[src/design/polyphase_resampler_top_macros.svh]
// Assertion macros shared by the resampler RTL.
`ifndef POLYPHASE_RESAMPLER_TOP_MACROS_SVH
`define POLYPHASE_RESAMPLER_TOP_MACROS_SVH
`ifndef SYNTHESIS
// Checked at every clock edge outside reset.
`define RSMP_ASSERT(lbl, prop, msg) \
  lbl: assert property (@(posedge clk_i) disable iff (!rst_ni) prop) else $error(msg);
// Checked at every clock edge, reset included.
`define RSMP_ASSERT_ALWAYS(lbl, prop, msg) \
  lbl: assert property (@(posedge clk_i) prop) else $error(msg);
`else
`define RSMP_ASSERT(lbl, prop, msg)
`define RSMP_ASSERT_ALWAYS(lbl, prop, msg)
`endif
`endif

[src/design/rsmp_pkg.sv]
// Shared constants and types of the polyphase resampler.
package rsmp_pkg;

  // Coefficient store addressing, fixed by the coefficient index field.
  localparam int STORE_AW    = 9;
  localparam int STORE_DEPTH = 512;

  // Largest effective decimation factor.
  localparam int MAX_DOWN = 256;

  // Skip counter.
  localparam int SKIP_W   = 8;
  localparam int SKIP_MAX = 255;

  // Configuration register widths and reset values.
  localparam int UP_REG_W   = 5;
  localparam int DOWN_REG_W = 9;
  localparam int TAPS_REG_W = 6;
  localparam int CFG_IDX_W  = 2;
  localparam int CFG_DATA_W = 9;

  localparam logic [UP_REG_W-1:0]   UP_RESET   = 5'd1;
  localparam logic [DOWN_REG_W-1:0] DOWN_RESET = 9'd1;
  localparam logic [TAPS_REG_W-1:0] TAPS_RESET = 6'd32;

  // Configuration register indexes.
  localparam logic [CFG_IDX_W-1:0] REG_UP_RATE        = 2'd0;
  localparam logic [CFG_IDX_W-1:0] REG_DOWN_RATE      = 2'd1;
  localparam logic [CFG_IDX_W-1:0] REG_TAPS_PER_PHASE = 2'd2;

  // Input item kinds.
  localparam logic FUNC_SAMPLE = 1'b0;
  localparam logic FUNC_COEF   = 1'b1;

  // Control of the shared multiply-accumulate unit.
  typedef struct packed {
    logic clr;  // zero the accumulator
    logic vld;  // a tap is issued this cycle
  } mac_ctrl_t;

endpackage

[src/design/rsmp_div.sv]
// Bit-serial restoring divider for the phase update.
module rsmp_div #(
  parameter int T_W = 9,
  parameter int U_W = 5
) (
  input  logic           clk_i,
  input  logic           rst_ni,
  input  logic           start_i,
  input  logic [T_W-1:0] dividend_i,
  input  logic [U_W-1:0] divisor_i,
  output logic           busy_o,
  output logic [T_W-1:0] quo_o,
  output logic [U_W-1:0] rem_o
);
  import rsmp_pkg::*;

  localparam int CNT_W = $clog2(T_W + 1);

  logic             busy_q;
  logic [CNT_W-1:0] cnt_q;
  logic [T_W-1:0]   quo_q;
  logic [U_W-1:0]   rem_q;
  logic [U_W:0]     trial;
  logic             fits;

  assign trial = {rem_q, quo_q[T_W-1]};
  assign fits  = trial >= {1'b0, divisor_i};

  always_ff @(posedge clk_i or negedge rst_ni) begin
    if (!rst_ni) begin
      busy_q <= 1'b0;
      cnt_q  <= '0;
    end else if (start_i) begin
      busy_q <= 1'b1;
      cnt_q  <= CNT_W'(T_W);
    end else if (busy_q) begin
      cnt_q <= cnt_q - 1'b1;
      if (cnt_q == CNT_W'(1)) begin
        busy_q <= 1'b0;
      end
    end
  end

  // One quotient bit per cycle, most significant first.
  always_ff @(posedge clk_i) begin
    if (start_i) begin
      quo_q <= dividend_i;
      rem_q <= '0;
    end else if (busy_q) begin
      quo_q <= {quo_q[T_W-2:0], fits};
      rem_q <= fits ? U_W'(trial - {1'b0, divisor_i}) : trial[U_W-1:0];
    end
  end

  assign busy_o = busy_q;
  assign quo_o  = quo_q;
  assign rem_o  = rem_q;

endmodule

[config.mk]
export PLATFORM = sky130hd
export DESIGN_NAME = rsmp_div
export DESIGN_NICKNAME = d
export VERILOG_FILES = /design/src/design/polyphase_resampler_top_macros.svh /design/src/design/rsmp_pkg.sv /design/src/design/rsmp_div.sv
export SDC_FILE = /design/constraint.sdc
export NUM_CORES = 1
export LEC_CHECK = 0
export ABC_AREA = 1
export BUFFER_PORTS_ARGS = -buffer_cell sky130_fd_sc_hd__buf_2
export CORE_UTILIZATION = 45
export CTS_BUF_LIST = sky130_fd_sc_hd__clkbuf_16
export DETAILED_ROUTE_END_ITERATION = 7
export PLACE_DENSITY = 0.84
export REMOVE_ABC_BUFFERS = 1
export SLEW_MARGIN = 0
export SYNTH_ARGS = -nofsm -noshare
export SYNTH_HDL_FRONTEND = slang
export SYNTH_SLANG_ARGS = --single-unit
[constraint.sdc]
create_clock -name clk_i -period 1.7 [get_ports clk_i]
set_input_delay 0.085 -clock clk_i [delete_from_list [all_inputs] [get_ports clk_i]]
set_output_delay 0.085 -clock clk_i [all_outputs]
set_load 0.02 [all_outputs]
==> out/metrics.csv, run 1 <==
metric;value;unit
pin count of the biggest net entering global routing;15;
DRT iter0 DRCs;16;
final setup violation count;6;
fin area;1410;µm²
Lkg Pwr;0.755;nW
Slew @ Worst Pin;0.327;ns
EDFF count, synth;9;
synthesized area;1090;µm²
Clock Tree Root;clkbuf_16;
Die X;51.1;µm
post-detail-place hpwl;1790;µm
initial antenna violation count;0;
Critical Path AT;1.90;ns
slew margin rel.;0.782;
final worst slack;-0.0542;ns
failing checks;setup timing;
largest cells by area after synthesis;edfxtp_1, nand2_1, dfrtp_1, dfxtp_1, ha_1;
top-count cell post-synth;nand2_1;
Placed Area;1280;µm²
Critical Path Start;quo_o[8]$_DFFE_PP_;
Clk Latency, worst-skew pair;0.25;ns
min Tclk post-route;1.75;ns
Starting Density;0.486;
worst-path fanout max;8;
nets;198;
CTS H-tree depth;1;
Fin. Hold Viols;0;
post-synthesis area per instance;8.04;µm²
first-pass GRT wire length;4080;µm
Avg WL per Cell;13.2;µm
GRT Residual Overflow;0;
commonest cells in the netlist;nand2_1, inv_1, nand3_1, edfxtp_1;
Setup crit start kind;register;
die area;2610;µm²
antenna-violating nets left;0;
Fmax achieved;0.570;GHz
post-synthesis sequential area ratio;0.456;
CTS buffer count;3;
vias in the first global route;972;
crit path kind;reg2reg;
synth warn;0;
TritonRoute pass-1 iters;4;
clk buf depth;2;
FP Rows;17;
Final GP Congestion;0.834;
#FFs+latches synth;19;
IO Pins;32;
outcome;complete, but fails checks;
top-area cell type share of the netlist area;0.249;
Worst R2R Start;quo_o[8]$_DFFE_PP_;
CTS tree;done;
Port Buffer Count;31;
Post-synth ARST share;0.263;
setup TNS;-0.189;ns
Clock transition at path regs;0.05;ns
power density of the placed cells;1630;nW/µm²
cell count after synthesis;135;
Core ar.;2230;µm²
clock net sink count;19;
Required @ worst endpoint;1.85;ns
RSZ-0062 raised after global routing;true;
VDD IR-drop max;0.923;mV
Yosys top cell by area;edfxtp_1;
Fill cells;188;
HP Class;in2reg;
Avg Vias per Cell;4.99;
Worst Skew;0.00211;ns
share of layout cells above drive strength 1;0.302;
Inserted Diodes;0;
Area Growth Syn to Fin;29.7;%
max_cap viols;0;
via count;997;
total track usage;0.217;
height of the die;51.1;µm
worst hold start;dividend_i[5];
fin crit share;1.03;
Setup crit end kind;register;
Slew Viols, Final;0;
final wirelength;2630;µm
post-route DRC violation count;0;
dominant synthesized flop cell;edfxtp_1;
Distinct cells, synth;24;
==> placed cells by master, fill, tap and decap left out <==
master,synthesis,routed
dfxtp_1,5,5
or2_1,1,1
ha_1,7,6
clkbuf_16,0,3
fa_2,0,1
o22ai_1,1,1
nor2_4,1,1
nand2_2,0,4
or2_4,1,1
o21ai_0,2,2
nand2_1,49,45
inv_2,1,3
ha_4,0,1
a31oi_1,2,2
inv_1,19,18
buf_2,1,31
nand2_4,1,1
buf_4,0,3
dfrtp_1,5,5
dlygate4sd3_1,0,1
nand3_1,14,13
nand3_4,1,1
a21oi_1,3,3
o21ai_1,1,1
nand3_2,0,1
xnor2_1,1,1
edfxtp_1,9,9
nor2_2,1,1
nor2_1,7,7
==> where the power goes <==
part	switching (W)	leakage (nW)	internal, W
clock network	0.000173	0.0423	0.000313
logic	0.000672	0.517	0.000409
registers	0.000104	0.195	0.000620
total	0.000949	0.755	0.00134
==> layer usage <==
layer  vias to the layer above  GRT usage  share of wire
met4                         0      0.111          0.031
li1                        504          -              -
met3                         9     0.0446          0.027
met2                        23      0.386           0.53
met5                         -          0              0
met1                       461      0.242           0.41
==> registers in the layout (all words and copies together) (netlist names) <==
name    cells
cnt_q       4
busy_o      1
quo_o       9
rem_o       5
==> per-stage QoR <==
stage	power [W]	hold slack, ns	utilization	std cells	setup WS (ns)
detailed placement	0.00171	-0.0928	0.574	194	-0.0164
global route	0.00245	0.113	0.631	200	-0.123
global placement	0.00167	-0.0976	0.574	194	0.0543
floorplan	0.00145	-0.211	-	133	-0.0606
finish	0.00229	0.0995	0.631	200	-0.0542
CTS	0.00223	0.101	0.616	199	0.0149
==> path summary, 6_finish.rpt <==
path,endpoint,cells past startpoint,slack (ns)
worst min register to register,rem_o[4]$_SDFFE_PP0P_,2,0.48
max in group asynchronous,busy_o$_DFF_PN0_,2,1.39
worst max register to register,rem_o[0]$_SDFFE_PP0P_,10,-0.05
worst max-delay path,rem_o[0]$_SDFFE_PP0P_,10,-0.05
min in group asynchronous,cnt_q[1]$_DFFE_PN0P_,2,0.18
worst min-delay path,quo_o[5]$_DFFE_PP_,3,0.1
==> what timing repair did <==
item,4_1_cts,5_1_grt
hold buffers,1,0
setup endpoints to repair,6,6
setup buffers,0,1
pin swaps,1,8
gates cloned,0,0
hold endpoints to repair,5,0
resized for setup,2,8
==> cell type report <==
class,instances,area [µm²],area share
Inverter,20,75.1,0.0533
Sequential cell,19,495,0.352
Multi-Input combinational cell,94,537,0.381
Tap cell,28,35.0,0.0249
Timing Repair Buffer,35,188,0.133
Clock buffer,3,75.1,0.0533
Clock inverter,1,3.75,0.00266
==> worst max-delay path, cell delays in order (launching register included) <==
cell	delay [ns]
edfxtp_1	0.41
inv_2	0.10
ha_4	0.12
inv_2	0.04
fa_2	0.41
nand2_2	0.10
nand2_2	0.08
nand3_4	0.12
nand3_1	0.12
nand3_2	0.11
nand2_1	0.05
==> logic make-up (layout without fill, tap and decap cells) <==
family / count (synthesis) / in the layout / share of synthesized area
AOI/OAI and AO/OA: 9 / 9 / 0.0449
xor gates and xnor gates: 1 / 1 / 0.00807
adders and majority gates: 8 / 8 / 0.0991
buffers and inverters: 22 / 59 / 0.0772
DFF: 19 / 19 / 0.456
and+or+nand+nor: 76 / 76 / 0.315
Power figures use the tool's default switching activity.
==> run 2, diff against run 1 <==
Settings changed: RECOVER_POWER set to 50.
==> run 2 against run 1 <==
The run still ends with setup timing left; combinational power about the same; total power decreased by 0.54%; routed wire length is 0.19% higher; register-to-register slack barely moved; cell count unchanged; hold slack about the same; largest power group unchanged; critical endpoint unchanged; non-clock buffer count stayed put.
==> out/metrics.csv, run 2 (synthesis gave the netlist of run 1 again) <==
metric;value;unit;change
outcome;complete, but fails checks;;
failing checks;setup timing;;
DRT iter0 DRCs;17;;+1
register area;495;µm²;unchanged
IO Pins;32;;unchanged
flop-to-flop setup slack;-0.05;ns;about the same
Fmax achieved;0.570;GHz;about the same
first-pass GRT wire length;4080;µm;unchanged
commonest cells after routing, fill and taps aside;nand2_1, buf_2, inv_1;;
Critical Path AT;1.90;ns;about the same
most common cell after layout, fill and taps aside;nand2_1;;
CTS H-tree depth;1;;unchanged
fin crit share;1.03;;about the same
post-route DRC violation count;0;;unchanged
final worst slack;-0.0546;ns;-0.000420 ns
Worst Reg-to-Reg Cells;10;;unchanged
Required @ worst endpoint;1.85;ns;about the same
post-detail-place hpwl;1790;µm;unchanged
Inserted Diodes;0;;unchanged
Clk Latency, worst-skew pair;0.25;ns;about the same
slew margin rel.;0.781;;-0.00144
Critical Path Sink;rem_o[0]$_SDFFE_PP0P_;;
via count;1000;;+0.30%
TritonRoute pass-1 iters;4;;unchanged
Final GP Congestion;0.834;;unchanged
initial antenna violation count;0;;unchanged
Avg Vias per Cell;5.00;;+0.30%
max_cap viols;0;;unchanged
GRT Residual Overflow;0;;unchanged
height of the die;51.1;µm;unchanged
nets;198;;unchanged
fin cells;200;;unchanged
CTS tree;done;;
Fin Hold WS;0.0995;ns;-0.0000582 ns
number of flip-flops in the largest register;9;;unchanged
Slew @ Worst Pin;0.329;ns;+0.00216 ns
power density of the placed cells;1630;nW/µm²;+0.26%
Core ar.;2230;µm²;unchanged
setup TNS;-0.190;ns;-0.000645 ns
min Tclk post-route;1.75;ns;+0.000420 ns
FP Rows;17;;unchanged
crit path kind;reg2reg;;
Clock transition at path regs;0.05;ns;about the same
Reg-to-Reg End;rem_o[0]$_SDFFE_PP0P_;;
Setup crit end kind;register;;
pin count of the biggest net entering global routing;15;;unchanged
HP Class;in2reg;;
Port Buffer Count;31;;unchanged
Fin. Hold Viols;0;;unchanged
Fill cells;193;;+2.7%
clk buf depth;2;;unchanged
fin area;1400;µm²;-0.80%
CTS buffer count;3;;unchanged
Placed Cells;194;;unchanged
final core utilization;0.626;;-0.00504
Lkg Pwr;0.726;nW;-3.8%
vias in the first global route;972;;unchanged
RSZ-0062 raised after global routing;true;;
final wirelength;2640;µm;+0.19%
total track usage;0.217;;unchanged
Placed Area;1280;µm²;unchanged
Clock Tree Root;clkbuf_16;;
die area;2610;µm²;unchanged
Avg WL per Cell;13.2;µm;+0.19%
clock net sink count;19;;unchanged
Critical Path Start;quo_o[8]$_DFFE_PP_;;
Area Growth Syn to Fin;28.7;%;
final setup violation count;6;;unchanged
worst-path fanout max;8;;unchanged
Starting Density;0.486;;unchanged
antenna-violating nets left;0;;unchanged
Setup crit start kind;register;;
Worst Skew;0.00213;ns;+0.0000176 ns
Worst R2R Start;quo_o[8]$_DFFE_PP_;;
Die X;51.1;µm;unchanged
Slew Viols, Final;0;;unchanged
VDD IR-drop max;0.921;mV;-0.19%
share of layout cells above drive strength 1;0.250;;-0.0523
Multi-input gate area;537;µm²;unchanged
[run 2: changes by cell type in the layout (fill, tap and decap cells not counted), sizes merged]
cell,before,now
clkbuf,3,12
buf,34,25
[run 2: worst min-delay path by stage]
stage                  startpoint                    to  slack [ns]  depth (start not counted)
floorplan                  rst_ni      busy_o$_DFF_PN0_       -0.21                          0
global placement           rst_ni  cnt_q[3]$_DFFE_PN0P_        -0.1                          1
detailed placement         rst_ni  cnt_q[1]$_DFFE_PN0P_       -0.09                          1
CTS                 dividend_i[5]    quo_o[5]$_DFFE_PP_        0.10                          3
global route        dividend_i[7]    quo_o[7]$_DFFE_PP_        0.11                          3
finish              dividend_i[5]    quo_o[5]$_DFFE_PP_         0.1                          3
[run 2: per-layer routing]
| layer | GRT usage | vias to the layer above | share of wire |
|---|---|---|---|
| met5 | 0 | - | 0 |
| met4 | 0.111 | 0 | 0.031 |
| met3 | 0.0446 | 9 | 0.025 |
| met2 | 0.386 | 23 | 0.53 |
| met1 | 0.242 | 464 | 0.42 |
| li1 | - | 504 | - |
[run 2: critical path, cell delays in order (launching register included)]
cell and delay (ns):
edfxtp_1 0.41, inv_2 0.10, ha_4 0.12, inv_2 0.04
fa_2 0.41, nand2_2 0.10, nand2_2 0.08, nand3_4 0.12
nand3_1 0.12, nand3_2 0.11, nand2_1 0.05
[run 2: cell type report]
cell class              count  share of cell area
well taps                  28              0.0251
repair buffers             35               0.126
inverters                  20              0.0537
clock buffers               3              0.0537
multi-input cells          94               0.384
flip-flops and latches     19               0.355
clock inverters             1             0.00269
[run 2: power by group]
group	total (W)	internal [W]	leakage (nW)	switching, W
logic	0.00107	0.000395	0.489	0.000671
registers	0.000725	0.000620	0.195	0.000105
clock network	0.000486	0.000313	0.0423	0.000173
[run 2: what timing repair did]
action | in CTS | in global routing
pin swaps | 1 | 8
setup endpoints to repair | 6 | 6
hold buffers | 1 | 0
setup buffers | 0 | 1
resized for setup | 2 | 8
hold endpoints to repair | 5 | 0
[run 2: stage by stage]
stage	worst slack, ns	total power [W]
after global placement	0.0543	0.00167
after global routing	-0.123	0.00243
after floorplan	-0.0606	0.00145
after CTS	0.0149	0.00223
final	-0.0546	0.00228
after detailed placement	-0.0164	0.00171
