==> config.mk <==
export PLATFORM = sky130hd
export DESIGN_NAME = rsmp_mac
export DESIGN_NICKNAME = d
export VERILOG_FILES = /design/src/design/polyphase_resampler_top_macros.svh /design/src/design/rsmp_pkg.sv /design/src/design/rsmp_mac.sv
export SDC_FILE = /design/constraint.sdc
export NUM_CORES = 1
export LEC_CHECK = 0
export BUFFER_PORTS_ARGS = -buffer_cell sky130_fd_sc_hd__buf_2
export CORE_UTILIZATION = 59
export CTS_CLUSTER_SIZE = 14
export DETAILED_ROUTE_END_ITERATION = 10
export MAX_ROUTING_LAYER = met4
export PLACE_DENSITY = 0.78
export SLEW_MARGIN = 20
export SYNTH_ARGS = -nofsm -noshare
export SYNTH_HDL_FRONTEND = slang
export SYNTH_SLANG_ARGS = --single-unit
==> constraint.sdc <==
create_clock -name clk_i -period 2.8 [get_ports clk_i]
set_input_delay 0.84 -clock clk_i [delete_from_list [all_inputs] [get_ports clk_i]]
set_output_delay 0.84 -clock clk_i [all_outputs]
set_load 0.01 [all_outputs]
==> src/design/polyphase_resampler_top_macros.svh <==
// Assertion macros shared by the resampler RTL.
`ifndef POLYPHASE_RESAMPLER_TOP_MACROS_SVH
`define POLYPHASE_RESAMPLER_TOP_MACROS_SVH
`ifndef SYNTHESIS
// Checked at every clock edge outside reset.
`define RSMP_ASSERT(lbl, prop, msg) \
  lbl: assert property (@(posedge clk_i) disable iff (!rst_ni) prop) else $error(msg);
// Checked at every clock edge, reset included.
`define RSMP_ASSERT_ALWAYS(lbl, prop, msg) \
  lbl: assert property (@(posedge clk_i) prop) else $error(msg);
`else
`define RSMP_ASSERT(lbl, prop, msg)
`define RSMP_ASSERT_ALWAYS(lbl, prop, msg)
`endif
`endif

==> src/design/rsmp_pkg.sv <==
// Shared constants and types of the polyphase resampler.
package rsmp_pkg;

  // Coefficient store addressing, fixed by the coefficient index field.
  localparam int STORE_AW    = 9;
  localparam int STORE_DEPTH = 512;

  // Largest effective decimation factor.
  localparam int MAX_DOWN = 256;

  // Skip counter.
  localparam int SKIP_W   = 8;
  localparam int SKIP_MAX = 255;

  // Configuration register widths and reset values.
  localparam int UP_REG_W   = 5;
  localparam int DOWN_REG_W = 9;
  localparam int TAPS_REG_W = 6;
  localparam int CFG_IDX_W  = 2;
  localparam int CFG_DATA_W = 9;

  localparam logic [UP_REG_W-1:0]   UP_RESET   = 5'd1;
  localparam logic [DOWN_REG_W-1:0] DOWN_RESET = 9'd1;
  localparam logic [TAPS_REG_W-1:0] TAPS_RESET = 6'd32;

  // Configuration register indexes.
  localparam logic [CFG_IDX_W-1:0] REG_UP_RATE        = 2'd0;
  localparam logic [CFG_IDX_W-1:0] REG_DOWN_RATE      = 2'd1;
  localparam logic [CFG_IDX_W-1:0] REG_TAPS_PER_PHASE = 2'd2;

  // Input item kinds.
  localparam logic FUNC_SAMPLE = 1'b0;
  localparam logic FUNC_COEF   = 1'b1;

  // Control of the shared multiply-accumulate unit.
  typedef struct packed {
    logic clr;  // zero the accumulator
    logic vld;  // a tap is issued this cycle
  } mac_ctrl_t;

endpackage

==> src/design/rsmp_mac.sv <==
// Shared multiply-accumulate unit with output scaling and saturation.
module rsmp_mac #(
  parameter int MAX_TAPS_PER_PHASE = 32,
  parameter int SAMPLE_WIDTH       = 16,
  parameter int COEF_WIDTH         = 18,
  parameter int COEF_FRAC          = 14
) (
  input  logic                          clk_i,
  input  logic                          rst_ni,
  input  rsmp_pkg::mac_ctrl_t           ctrl_i,
  input  logic signed [COEF_WIDTH-1:0]  coef_i,
  input  logic signed [SAMPLE_WIDTH-1:0] sample_i,
  output logic                          busy_o,
  output logic [SAMPLE_WIDTH-1:0]       result_o,
  output logic                          sat_o
);
  import rsmp_pkg::*;

  localparam int PROD_W = SAMPLE_WIDTH + COEF_WIDTH;
  localparam int ACC_W  = PROD_W + $clog2(MAX_TAPS_PER_PHASE) + 1;

  logic                     v1_q, v2_q;
  logic signed [PROD_W-1:0] prod_q;
  logic signed [ACC_W-1:0]  acc_q;
  logic signed [ACC_W-1:0]  acc_shr;
  logic [ACC_W-SAMPLE_WIDTH:0] upper;

  // Operands arrive in the cycle after the issue (registered store read and tap).
  always_ff @(posedge clk_i or negedge rst_ni) begin
    if (!rst_ni) begin
      v1_q <= 1'b0;
      v2_q <= 1'b0;
    end else begin
      v1_q <= ctrl_i.vld;
      v2_q <= v1_q;
    end
  end

  always_ff @(posedge clk_i) begin
    if (v1_q) begin
      prod_q <= coef_i * sample_i;
    end
    if (ctrl_i.clr) begin
      acc_q <= '0;
    end else if (v2_q) begin
      acc_q <= acc_q + ACC_W'(prod_q);
    end
  end

  assign busy_o  = v1_q || v2_q;
  assign acc_shr = acc_q >>> COEF_FRAC;
  assign upper   = acc_shr[ACC_W-1:SAMPLE_WIDTH-1];

  // The value fits when all bits above the sample width repeat its sign.
  always_comb begin
    sat_o    = !((&upper) || !(|upper));
    result_o = acc_shr[SAMPLE_WIDTH-1:0];
    if (sat_o) begin
      result_o = acc_shr[ACC_W-1] ? {1'b1, {(SAMPLE_WIDTH-1){1'b0}}}
                                  : {1'b0, {(SAMPLE_WIDTH-1){1'b1}}};
    end
  end

endmodule

==> results of run 1 <==
Yosys cell counts, drive strengths merged, types with 6 or more instances:
cell | instances | area share, %
a211oi | 15 | 0.72
a21o | 35 | 1.7
a21oi | 66 | 2.1
a31oi | 13 | 0.62
and2 | 133 | 5.3
and3 | 15 | 0.61
clkbuf | 56 | 1.6
dfxtp | 40 | 5.1
edfxtp | 34 | 6.6
fa | 291 | 37
ha | 125 | 10
inv | 344 | 8.3
mux2i | 17 | 1.1
nand2 | 182 | 4.4
nand2b | 13 | 0.52
nand3 | 18 | 0.58
nand4 | 7 | 0.28
nor2 | 81 | 2.0
nor2b | 7 | 0.35
nor3 | 14 | 0.45
nor4 | 7 | 0.28
o21a | 9 | 0.43
o21ai | 32 | 1.0
o21bai | 11 | 0.53
or2 | 6 | 0.24
or3 | 6 | 0.24
xnor2 | 46 | 2.6
xor2 | 12 | 0.68
metrics by stage:
stage	util [%]	setup TNS [ns]	hold slack [ns]	setup slack [ns]	cell area [µm²]
floorplan	-	-75.90	0.463	-3.60	16200
global placement	68.6	-89.90	0.475	-3.76	17800
global route	74.7	-84.18	0.264	-3.65	19400
detailed placement	68.6	-92.86	0.490	-3.92	17800
CTS	72.3	-76.25	0.259	-3.36	18800
finish	74.7	-79.07	0.268	-3.48	19400
cells by family after synthesis:
kind of cell / count (synthesis) / synth area share [%]
DFF: 76 / 12.0
xor gates and xnor gates: 58 / 3.26
muxes: 19 / 1.24
buffers and inverters: 402 / 10.0
adders and majority gates: 416 / 47.5
and+or+nand+nor: 505 / 16.1
AOI/OAI and AO/OA: 224 / 9.84
metal layers:
| metal | vias up | GRT usage, % | share of wire (%) |
|---|---|---|---|
| met5 | - | - | 0 |
| met4 | 0 | 6.55 | 1.8 |
| met3 | 83 | 2.99 | 5.5 |
| met2 | 455 | 51.3 | 50 |
| met1 | 6366 | 40.5 | 43 |
| li1 | 5807 | - | - |
path summary, 6_finish.rpt:
| kind | endpoint | slack, ns | from | cells past startpoint |
|---|---|---|---|---|
| worst min-delay path | v2_q$_DFF_PN0_ | 0.27 | rst_ni | 1 |
| worst max register to register | acc_q[32]$_SDFFE_PP0P_ | -0.30 | prod_q[0]$_DFFE_PP_ | 12 |
| worst max-delay path | prod_q[31]$_DFFE_PP_ | -3.48 | sample_i[14] | 20 |
| max in group asynchronous | v1_q$_DFF_PN0_ | 2.44 | rst_ni | 1 |
| worst min register to register | acc_q[13]$_SDFFE_PP0P_ | 0.50 | acc_q[13]$_SDFFE_PP0P_ | 2 |
| min in group clk_i | acc_q[13]$_SDFFE_PP0P_ | 0.50 | acc_q[13]$_SDFFE_PP0P_ | 2 |
cells in the final DEF (no fill, tap or decap), drive strengths merged, types with 9 or more instances in the layout:
master	n
a211oi	15
inv	350
nand2	182
dfxtp	40
clkbuf	10
edfxtp	34
o21a	9
nand2b	13
nor2	81
a21oi	66
fa	291
nand3	18
o21ai	32
ha	125
o21bai	11
and3	15
a21o	35
mux2i	17
and2	133
a31oi	13
nor3	14
buf	277
xnor2	46
xor2	12
flip-flops by register name (all words and copies together), names as in the netlist:
signal and flops:
acc_q 40, v1_q 1, prod_q 34, v2_q 1
cell type report:
type | count | area (µm²)
multi-input combinational | 1222 | 13100
sequential | 76 | 1870
tap | 335 | 419
clock buffer | 9 | 225
fill | 1703 | 6560
timing repair buffer | 278 | 2390
clock inverter | 7 | 85.1
inverter | 344 | 1290
timing repair:
action | 4_1_cts | 5_1_grt
cloned | 1 | 0
buffers inserted | 13 | 23
resized for setup | 156 | 146
endpoints found under the setup margin | 61 | 50
pin swaps | 75 | 90
==> results.py, run 1 <==
metrics = {
    "timing": {
        "finalCriticalPeriod_ns": 6.28,
        "fin_crit_sh_pct": 224,
        "setup_violations": 38,
        "slew_viol_final": 0,
        "max_freq_mhz": 159,
        "skew_ns": 0.0134,
        "rsz0062_at_grt": "yes",
        "finalWorstSetupSlack_ns": -3.48,
        "hold_viol_final": 0,
        "max_slew_margin_pct": 59.8,
        "worst_pin_slew_ns": 0.597,
    },
    "floorplan": {
        "die_area_um2": 27000,
        "die_x_um": 164,
        "initial_core_util_pct": 59.9,
        "core.rowCount": 59,
        "coreArea_um2": 26000,
        "die_h_um": 164,
        "io_pins": 56,
    },
    "synth": {
        "yosysUniqueCellTypes": 72,
        "synth_edf_count": 34,
        "ys_seq_area_share_pct": 12.0,
        "synth_seq_cells": 76,
        "syn_area_per_cell_um2": 9.15,
        "synth_warnings": 0,
        "syn_area_um2": 15600,
        "synth_cells": 1700,
        "syn_nets": 2154,
        "async_flop_share_pct": 2.63,
        "ys.flop_type": "dfxtp_1",
    },
    "finish": {
        "nets": 2385,
        "drive_above_1_share_pct": 27.0,
        "area_growth_pct": 24.8,
        "diodes": 0,
        "stdcell_count": 2271,
    },
    "run": {
        "maxCapViolCount": 0,
    },
    "grt": {
        "grt_pass1_vias": 13226,
        "grt_pass1_wl_um": 63600,
        "overflow": 0,
        "grt_util_all_layers_pct": 30.5,
        "grt_max_degree": 46,
        "antenna_found_initial": 0,
    },
    "routing": {
        "drt.antenna.violating_nets": 0,
        "vias": 12711,
        "first_iter_violations": 1009,
        "wl_per_cell_um": 17.6,
        "route.detailed.drc": 0,
        "via_per_inst": 5.60,
        "wl_um": 40000,
        "firstDrtPassIters": 5,
    },
    "placement": {
        "port_buffers": 55,
        "routabilityCongestion": 0.928,
        "place_inst": 2227,
        "dp_hpwl_um": 31200,
    },
    "setup_path": {
        "cp_slowest_cell": "fa_2",
        "crit_required_ns": 2.88,
        "path_max_fanout": 8,
        "critPathLaunchType": "input port",
        "path_cells": "clkbuf_4, and2_4, fa_2, fa_1, fa_2, fa_2, fa_1, inv_2, fa_1, inv_2, ha_4, a21oi_2, o21ai_2, nand2_1, a21oi_2, o41ai_2, o21ai_1, o221a_2, o41ai_2, xnor2_1",
        "crit_type": "input port to flip-flop",
        "arrival_ns": 6.36,
        "setup.worst_path.end_class": "flip-flop",
        "critical_path.max_stage_delay_ns": 0.59,
        "cp_num_buf_inv": 3,
        "cpLargestDelayFamily": "adder cells",
    },
    "clock_tree": {
        "clk_latency_ns": 0.35,
        "cts.clk_slew.worst_paths_ns": 0.06,
        "root_buffer": "clkbuf_16",
        "ctsHoldBuffers": 0,
        "numCtsBuffers": 9,
        "cts_buffer_depth": 2,
        "cts_max_level": 3,
        "clock-sinks": 76,
        "cts_tree": "done",
    },
    "outcome": {
        "status": "complete, but fails checks",
        "violations": "setup timing",
    },
    "hold_path": {
        "min-delay-path-class": "input port to async pin",
    },
}
Power of run 1 is not shown: default switching activity piles up to over one toggle a cycle in this logic, so the estimate is an artifact.
==> inputs of run 2 (changes only) <==
- CORE_UTILIZATION: 59 -> 60
- PLACE_DENSITY: 0.78 -> 0.77
- SETUP_SLACK_MARGIN: not set -> 0.4
- clock period: 2.8 -> 6.5 ns (I/O delays scaled with it)
==> run 2 against run 1 <==
The flow still finishes with violations (setup timing). Clock skew decreased by 0.0034 ns. Setup slack improved by 2.6 ns. Via count increased by 0.40%. Critical endpoint unchanged.
==> results.py, run 2 (same netlist as run 1, synthesis figures left out) <==
metrics = {
    "finish": {
        "drive_above_1_share_pct": 22.3,
        "largest_register": "acc_q",
        "nets": 2372,
        "layout_common_cells": "inv_1 (325), fa_1 (276), buf_4 (179)",
        "area_growth_pct": 21.1,
        "nFillCells": 1600,
        "fin_util_pct": 74.4,
        "largest_reg_flops": 40,
        "final_common_cell": "inv_1",
        "design_area_um2": 18900,
        "diodes": 0,
        "reg.largest.list": "acc_q x40, prod_q x34",
    },
    "floorplan": {
        "initial_core_util_pct": 61.4,
        "die_x_um": 163,
        "coreArea_um2": 25300,
        "die_h_um": 163,
        "die_area_um2": 26600,
        "core.rowCount": 58,
        "io_pins": 56,
    },
    "grt": {
        "grt_util_all_layers_pct": 31.3,
        "overflow": 0,
        "grt_max_degree": 47,
        "antenna_found_initial": 0,
        "grt_pass1_wl_um": 64000,
        "grt_pass1_vias": 13270,
    },
    "hold_path": {
        "holdPathEnd": "acc_q[13]$_SDFFE_PP0P_",
        "min-delay-path-class": "flip-flop to flip-flop",
        "worstHoldStart": "acc_q[13]$_SDFFE_PP0P_",
        "hold_depth": 2,
    },
    "run": {
        "maxCapViolCount": 0,
    },
    "routing": {
        "wl_per_cell_um": 18.4,
        "wl_met3_um": 2720,
        "first_iter_violations": 994,
        "vias": 12762,
        "route.detailed.drc": 0,
        "drt.antenna.violating_nets": 0,
        "firstDrtPassIters": 5,
        "top_layer_used": "met4",
        "via_per_inst": 5.66,
        "m1WireLength_um": 17100,
        "wl_um": 41500,
        "route.met2.wl_um": 20500,
    },
    "setup_path": {
        "crit_top_cell": "fa_1",
        "crit_required_ns": 6.58,
        "rr_endpoint": "acc_q[39]$_SDFFE_PP0P_",
        "critical_path.max_stage_delay_ns": 0.54,
        "setup.worst_path.end_class": "flip-flop",
        "reg2reg_slack_ns": 3.16,
        "path_cells": "buf_12, and2_4, fa_1, inv_1, fa_1, inv_2, fa_1, inv_1, fa_1, fa_1, fa_1, inv_2, ha_4, buf_4, o21ai_2, nand2b_1, a21oi_2, a21oi_2, o41ai_4, o21ai_2, o221a_2, o41ai_2, xnor2_1",
        "cpLargestDelayFamily": "adder cells",
        "arrival_ns": 7.48,
        "cp_slowest_cell": "fa_1",
        "rr_startpoint": "prod_q[1]$_DFFE_PP_",
        "crit_type": "input port to flip-flop",
        "cp_num_buf_inv": 6,
        "critPathLaunchType": "input port",
        "rr_worst_depth": 10,
        "path_max_fanout": 7,
    },
    "clock_tree": {
        "clock-sinks": 76,
        "cts_max_level": 3,
        "ctsHoldBuffers": 0,
        "clk_latency_ns": 0.34,
        "cts_tree": "done",
        "root_buffer": "clkbuf_16",
        "cts_buffer_depth": 2,
        "cts.clk_slew.worst_paths_ns": 0.06,
        "numCtsBuffers": 9,
    },
    "timing": {
        "max_slew_margin_pct": 31.2,
        "setup_tns_ns": -11.74,
        "skew_ns": 0.00999,
        "finalWorstSetupSlack_ns": -0.899,
        "fin_crit_sh_pct": 114,
        "finalCriticalPeriod_ns": 7.40,
        "max_freq_mhz": 135,
        "worst_pin_slew_ns": 1.03,
        "hold_viol_final": 0,
        "holdWs_ns": 0.486,
        "rsz0062_at_grt": "yes",
        "slew_viol_final": 0,
        "setup_violations": 22,
    },
    "outcome": {
        "violations": "setup timing",
        "status": "complete, but fails checks",
    },
    "placement": {
        "port_buffers": 55,
        "dp_hpwl_um": 30300,
        "dpl_cell_area_um2": 17400,
        "routabilityCongestion": 0.931,
    },
}
## run 2: metrics by stage
stage | worst slack, ns | std cells
global route | -1.13 | 2253
finish | -0.899 | 2253
floorplan | -1.01 | 1700
detailed placement | -1.32 | 2191
CTS | -0.742 | 2230
global placement | -1.18 | 2191
## run 2: what timing repair did
item / in CTS / in global routing
endpoints found under the setup margin: 25 / 25
setup buffers: 20 / 22
gates cloned: 3 / 1
endpoints found under the hold margin: 0 / 0
resized for setup: 147 / 73
pin swaps: 77 / 71
## run 2: how the worst max path moves through the flow
stage / startpoint / endpoint / slack [ns] / cells past startpoint
after floorplan: coef_i[17] / prod_q[31]$_DFFE_PP_ / -1.01 / 23
after global placement: coef_i[9] / prod_q[31]$_DFFE_PP_ / -1.18 / 22
after detailed placement: sample_i[1] / prod_q[31]$_DFFE_PP_ / -1.32 / 21
after CTS: sample_i[4] / prod_q[30]$_DFFE_PP_ / -0.74 / 23
after global routing: sample_i[2] / prod_q[31]$_DFFE_PP_ / -1.13 / 23
final: sample_i[2] / prod_q[31]$_DFFE_PP_ / -0.90 / 23
## run 2: area by class of cell
type / instances / area [µm²] / share of cell area, %
repair buffers: 265 / 2280 / 12.1
clock buffers: 11 / 233 / 1.23
inverters: 344 / 1290 / 6.85
flip-flops and latches: 76 / 1870 / 9.93
multi-input cells: 1222 / 12700 / 67.4
clock inverters: 5 / 55.1 / 0.292
well taps: 330 / 413 / 2.19
## run 2: worst reg2reg max path, delay by kind of cell, from the launching register on
kind	cells	cell delay, ns
AOI/OAI and AO/OA	6	1.92
adders and majority gates	1	0.35
DFF	1	0.42
muxes	1	0.33
and+or+nand+nor	2	0.22
## run 2: layer usage
layer	vias to the layer above	global-route usage [%]
li1	5786	-
met1	6257	40.7
met2	583	51.4
met3	136	3.50
met4	0	9.90
met5	-	-
Power of run 2 is left out for the same reason.
